**config.mk**
```make
export PLATFORM = sky130hd
export DESIGN_NAME = lvpr_out_buf
export DESIGN_NICKNAME = d
export VERILOG_FILES = /design/src/hw/rtl/lvpr_pkg.sv /design/src/hw/rtl/lvpr_out_buf.sv
export VERILOG_INCLUDE_DIRS = /design/src /design/src/hw/rtl
export SDC_FILE = /design/constraint.sdc
export NUM_CORES = 1
export LEC_CHECK = 0
export ABC_AREA = 1
export BUFFER_PORTS_ARGS = -buffer_cell sky130_fd_sc_hd__buf_2
export CAP_MARGIN = 15
export CORE_ASPECT_RATIO = 0.6
export CORE_MARGIN = 4
export CORE_UTILIZATION = 45
export CTS_CLUSTER_DIAMETER = 100
export DETAILED_ROUTE_END_ITERATION = 7
export PLACE_DENSITY = 0.69
export SYNTH_ARGS = -nofsm -noshare
export SYNTH_HDL_FRONTEND = slang
export SYNTH_SLANG_ARGS = --single-unit
```
**constraint.sdc**
```tcl
create_clock -name aclk -period 2.5 [get_ports aclk]
set_input_delay 0.5 -clock aclk [delete_from_list [all_inputs] [get_ports aclk]]
set_output_delay 0.5 -clock aclk [all_outputs]
set_load 0.02 [all_outputs]
```
**src/hw/rtl/assert_macros.svh**
```systemverilog
// ----------------------------------------------------------------------------
// assert_macros.svh
// Assertion shorthands shared by the RTL files of the paren-run block.
// ----------------------------------------------------------------------------
`ifndef ASSERT_MACROS_SVH
`define ASSERT_MACROS_SVH

// Check a property on every rising aclk edge outside reset.
`define ASSERT_CLK(lbl, prop, msg) \
    lbl: assert property (@(posedge aclk) disable iff (!aresetn) (prop)) else $error(msg);

// Check a property on every rising aclk edge, reset included.
`define ASSERT_ALWAYS(lbl, prop, msg) \
    lbl: assert property (@(posedge aclk) (prop)) else $error(msg);

`endif

```
**src/hw/rtl/lvpr_pkg.sv**
```systemverilog
// ----------------------------------------------------------------------------
// lvpr_pkg
// Payload types and fixed constants of the longest valid paren run block.
// ----------------------------------------------------------------------------
package lvpr_pkg;

    localparam int BEST_W = 11;

    localparam logic [7:0]        OPEN_SYMBOL = 8'd40;
    localparam logic [BEST_W-1:0] BEST_MAX    = 11'd2047;

    typedef struct packed {
        logic [7:0] symbol;
        logic       end_of_string;
    } in_item_t;

    typedef struct packed {
        logic [BEST_W-1:0] best_length;
        logic              too_long;
        logic              final_result;
    } result_t;

endpackage

```
**src/hw/rtl/lvpr_out_buf.sv**
```systemverilog
// ----------------------------------------------------------------------------
// lvpr_out_buf
// Two-entry result buffer: head register plus skid slot on the m_ side.
// ----------------------------------------------------------------------------
`include "assert_macros.svh"

module lvpr_out_buf (
    input  logic              aclk,
    input  logic              aresetn,
    input  logic              push,
    input  lvpr_pkg::result_t push_data,
    output logic              full,
    output logic              m_valid,
    input  logic              m_ready,
    output lvpr_pkg::result_t m_data
);
    import lvpr_pkg::*;

    logic [1:0] cnt_reg, cnt_next;
    result_t    slot0_reg, slot0_next;
    result_t    slot1_reg, slot1_next;
    logic       pop;

    assign pop     = m_valid && m_ready;
    assign m_valid = (cnt_reg != 2'd0);
    assign m_data  = slot0_reg;
    assign full    = (cnt_reg == 2'd2);

    always_comb begin
        cnt_next   = cnt_reg;
        slot0_next = slot0_reg;
        slot1_next = slot1_reg;
        if (push && !pop) begin
            if (cnt_reg == 2'd0) begin
                slot0_next = push_data;
            end else begin
                slot1_next = push_data;
            end
            cnt_next = cnt_reg + 2'd1;
        end else if (pop && !push) begin
            slot0_next = slot1_reg;
            cnt_next   = cnt_reg - 2'd1;
        end else if (push && pop) begin
            if (cnt_reg == 2'd1) begin
                slot0_next = push_data;
            end else begin
                slot0_next = slot1_reg;
                slot1_next = push_data;
            end
        end
    end

    always_ff @(posedge aclk) begin
        if (!aresetn) begin
            cnt_reg <= 2'd0;
        end else begin
            cnt_reg <= cnt_next;
        end
        slot0_reg <= slot0_next;
        slot1_reg <= slot1_next;
    end

    `ASSERT_CLK(a_no_push_when_full, push |-> (cnt_reg != 2'd2 || pop), "push into full result buffer")
    `ASSERT_CLK(a_cnt_bound, cnt_reg != 2'd3, "result buffer count out of range")

endmodule

```
==> results <==
- The latest clock arrival within the worst-skew pair is 0.27 ns.
- For the pin with the worst max-slew slack, the measured transition is ~0.6 ns.
- The run finished with clean final reports.
- The synthesized design spends more area on one cell type than any other, namely sky130_fd_sc_hd__edfxtp_1.
- In this run the core area contains 14 standard-cell rows.
- The number of synthesis warnings is 0.
- The kind of cell with the highest combined delay along the critical path is compound AO/OA/AOI/OAI gates.
- The number of hold buffers added after cts is 0.
- The count of unique library cells instantiated by Yosys is 17.
- Counting the buffers created by CTS gives 3.
- The worst hold path begins at push_data[0].
- STA classifies the critical path startpoint as a flop.
- The total iterations of the first detailed-routing run is 2.
- The count of final max-slew check failures is 0.
- The die covers 3658 um2.
- The post-synthesis area per instance is ~13 um2.
- The deepest clock path buffer count is 2.
- The first-pass GRT wire length is roughly 3300 um.
- The critical path is of the flop to flop type.
- For hold timing, the worst endpoint is slot1_reg[0]$_DFFE_PP_.
- The total negative slack for setup checks is 0 ns.
- The longest individual stage delay on the worst path is between 0.4 and 0.5 ns.
- Power spread over the standard cell area amounts to around 1000 nW/um2.
- The peak supply drop is 379.0 uV.
- Synthesis handed over a netlist of 97 instances.
- Across every metal layer, demand over resource in global routing totals approximately an eighth.
- The synthesis-to-layout area growth is 19.45%.
- The cell with the biggest individual delay on the critical path is sky130_fd_sc_hd__o21ai_1.
- The number of setup violations in the final report is 0.
- For this run, design rule violations remaining after detail routing come to 0.
- The number of setup buffers added after CTS is 0.
- The clock tree from TritonCTS is yes.
- In the final design database the tool counted roughly 150 nets.
- The worst register-to-register path has a depth of 5.
- CTS built an H-tree with a depth of 1.
- Ranked by total cell area, the synthesized netlist is headed by sky130_fd_sc_hd__edfxtp_1 64%, sky130_fd_sc_hd__nand2_2 11%, sky130_fd_sc_hd__nand2_1 7.0%.
- Synthesis produced a netlist with a net count of ~120.
- The reported leakage power is between 0.6 and 0.7 nW.
- The number of antenna violations at the first check in global routing is 0.
- The register-to-register path setup slack is roughly 0.74 ns.
- In this run, synthesis produced a sequential element count of 28.
- The post-route cell area is around 1500 um2.
- In this run the critical register-to-register path is captured at m_data[1]$_DFFE_PP_.
- The final number of hold-violating endpoints is 0.
- For this block, the via count after detailed routing is around 800.
- The count of buffers added on input and output ports is 31.
- The clock-pin slew of the registers on the worst-case setup and hold paths is 0.09 ns.
- For this run, the top clock speed supported by timing is approximately 570 MHz.
- Once placement finished, the instance area stood at 1413 um2.
- The launch instance of the worst register-to-register path is cnt_reg[0]$_SDFFE_PN0P_.
- The fraction of synthesis flops using an asynchronous set or reset pin is 0%.
- At the worst endpoint, the required time is ~2.5 ns.
- The repair_antennas step left the layout with diodes totalling 0.
- Counting I/O delays and the setup requirement, the final critical path takes roughly 1.8 ns.
- Summing every instance area after synthesis gives about 1200 um2.
- Gates resized during post-CTS repair numbered 0.
- The average wire per cell in the routed design is 12.05 um.
- The max-slew headroom at the worst pin is between 50% and 60%.
- The commonest cells after synthesis are 26 x sky130_fd_sc_hd__edfxtp_1, 23 x sky130_fd_sc_hd__nand2_1, 22 x sky130_fd_sc_hd__nand2_2.
- In this run the horizontal extent of the chip is between 70 and 80 um.
- The proportion of synthesized chip area in sequential cells is 66.80%.
- Clock tree synthesis selected as its root buffer the cell sky130_fd_sc_hd__clkbuf_8.
- Setup repair after global routing left no endpoint under its margin.
- The most used standard cell by instance count after synthesis is sky130_fd_sc_hd__edfxtp_1.
- At the end of routability-driven placement, the weighted congestion stood at 0.7488.
- The depth of the worst hold-timing path is 1.
- The class of the tightest hold or removal check is input pin to flop.
- STA puts the critical path data arrival time at 1.75 ns.
- Among all flip-flop cells after synthesis, the most frequent one is sky130_fd_sc_hd__edfxtp_1.
- Together, buffers and inverters on the worst path number 3.
- The violation count after the first detailed-route iteration is 43.
- The number of sinks on the clock net is 28.
- Between clock sinks in the finished design, the worst skew comes to around 0.0055 ns.
- The post-DP HPWL is 1506 um.
- In this run the remaining antenna-violating nets after routing total 0.
- The height of the die is between 40 and 50 um.
- The critical path capture point type is a flop.
- The via density per instance is between 4 and 5.
- Of all nets on the critical path, the largest fanout is 7.
- The via count of the first global-routing pass came to 774.
- Of the cells placed in the final design, the portion with a size suffix greater than 1 is about half.
- The max-capacitance violation count is 0.
- Entering global routing, the biggest net connects 16 pins.
- The number of placed I/O pins is 32.
- The region available for standard cell placement spans about 2600 um2.
- The portion of the clock cycle consumed by the worst path in the final layout is about 70%.
- In this run, synthesis inferred 26 flip-flops with an integrated enable.
- The top cell type by area accounts for a little under two thirds of the synthesized area.
- The total global routing overflow is 0.
- Walking the worst path, the cells encountered are inv_1 > ha_1 > inv_2 > o21ai_1 > buf_4.
- After detailed routing, the total wire length is 1977 um.
- Once the floorplan was initialized, standard cells occupied roughly 48% of the core.
## worst reg2reg max path, cell delays in order (launching register included)
cell and delay (ns):
sky130_fd_sc_hd__dfxtp_1 0.32, sky130_fd_sc_hd__inv_1 0.11, sky130_fd_sc_hd__ha_1 0.21, sky130_fd_sc_hd__inv_2 0.08, sky130_fd_sc_hd__o21ai_1 0.49, sky130_fd_sc_hd__buf_4 0.27
## final cells by class
type / count / area [um2]
repair buffers: 33 / 170.2
clock buffers: 4 / 55.05
flip-flops and latches: 28 / 820.8
fillers: 206 / 1090
inverters: 7 / 26.28
multi-input cells: 60 / 355.3
well taps: 32 / 40.04
## logic make-up (layout without fill, tap and decap cells)
group	count (synthesis)	count (layout)	synth area share (%)
AND/OR/NAND/NOR	52	52	22.30
buffers and inverters	9	44	4.685
adder cells (fa/ha/maj)	3	3	3.055
flip-flops	28	28	66.80
AO/OA/AOI/OAI	5	5	3.157
## power by group
part	switching, mW	internal (mW)
registers	0.0294	0.663
clock network	0.129	0.141
logic	0.344	0.159
## cells in the final DEF, fill, tap and decap left out
| master | n |
|---|---|
| sky130_fd_sc_hd__nand2_2 | 22 |
| sky130_fd_sc_hd__inv_2 | 2 |
| sky130_fd_sc_hd__nand2_1 | 23 |
| sky130_fd_sc_hd__o21ai_1 | 1 |
| sky130_fd_sc_hd__dfxtp_1 | 2 |
| sky130_fd_sc_hd__nand3_2 | 1 |
| sky130_fd_sc_hd__ha_1 | 3 |
| sky130_fd_sc_hd__nor2_1 | 2 |
| sky130_fd_sc_hd__nand3_1 | 2 |
| sky130_fd_sc_hd__buf_2 | 31 |
| sky130_fd_sc_hd__inv_1 | 5 |
| sky130_fd_sc_hd__nand2_4 | 2 |
| sky130_fd_sc_hd__a21oi_1 | 2 |
| sky130_fd_sc_hd__edfxtp_1 | 26 |
| sky130_fd_sc_hd__a21oi_4 | 1 |
| sky130_fd_sc_hd__clkbuf_8 | 4 |
| sky130_fd_sc_hd__a211oi_2 | 1 |
| sky130_fd_sc_hd__buf_4 | 2 |
## per-layer routing
layer	vias to the layer above	global-route usage, %	wire [um]
li1	391	-	-
met1	367	13.54	842
met2	19	20.49	996
met3	4	4.545	118
met4	0	4.070	20
met5	-	0	0
## how the worst max path moves through the flow
stage | start | endpoint | slack (ns) | cells after the start
floorplan | cnt_reg[0]$_SDFFE_PN0P_ | slot1_reg[0]$_DFFE_PP_ | 0.42 | 3
global placement | push | m_data[2]$_DFFE_PP_ | 0.75 | 4
detailed placement | push | m_data[1]$_DFFE_PP_ | 0.68 | 4
CTS | cnt_reg[0]$_SDFFE_PN0P_ | m_data[1]$_DFFE_PP_ | 0.70 | 5
global route | cnt_reg[0]$_SDFFE_PN0P_ | m_data[3]$_DFFE_PP_ | 0.58 | 5
finish | cnt_reg[0]$_SDFFE_PN0P_ | m_data[1]$_DFFE_PP_ | 0.74 | 5
## through the flow
| stage | worst slack, ns | std cells | total power, mW | hold slack, ns | utilization [%] |
|---|---|---|---|---|---|
| after floorplan | 0.4191 | 97 | 1.085 | 0.4727 | - |
| after detailed placement | 0.6769 | 160 | 1.216 | 0.5034 | 55.23 |
| final | 0.7379 | 164 | 1.465 | 0.4181 | 57.39 |
| after CTS | 0.6971 | 164 | 1.486 | 0.4119 | 57.39 |
| after global placement | 0.7508 | 160 | 1.204 | 0.4861 | 55.23 |
| after global routing | 0.5802 | 164 | 1.560 | 0.4077 | 57.39 |
No activity file was read; power rests on OpenSTA's default activity.
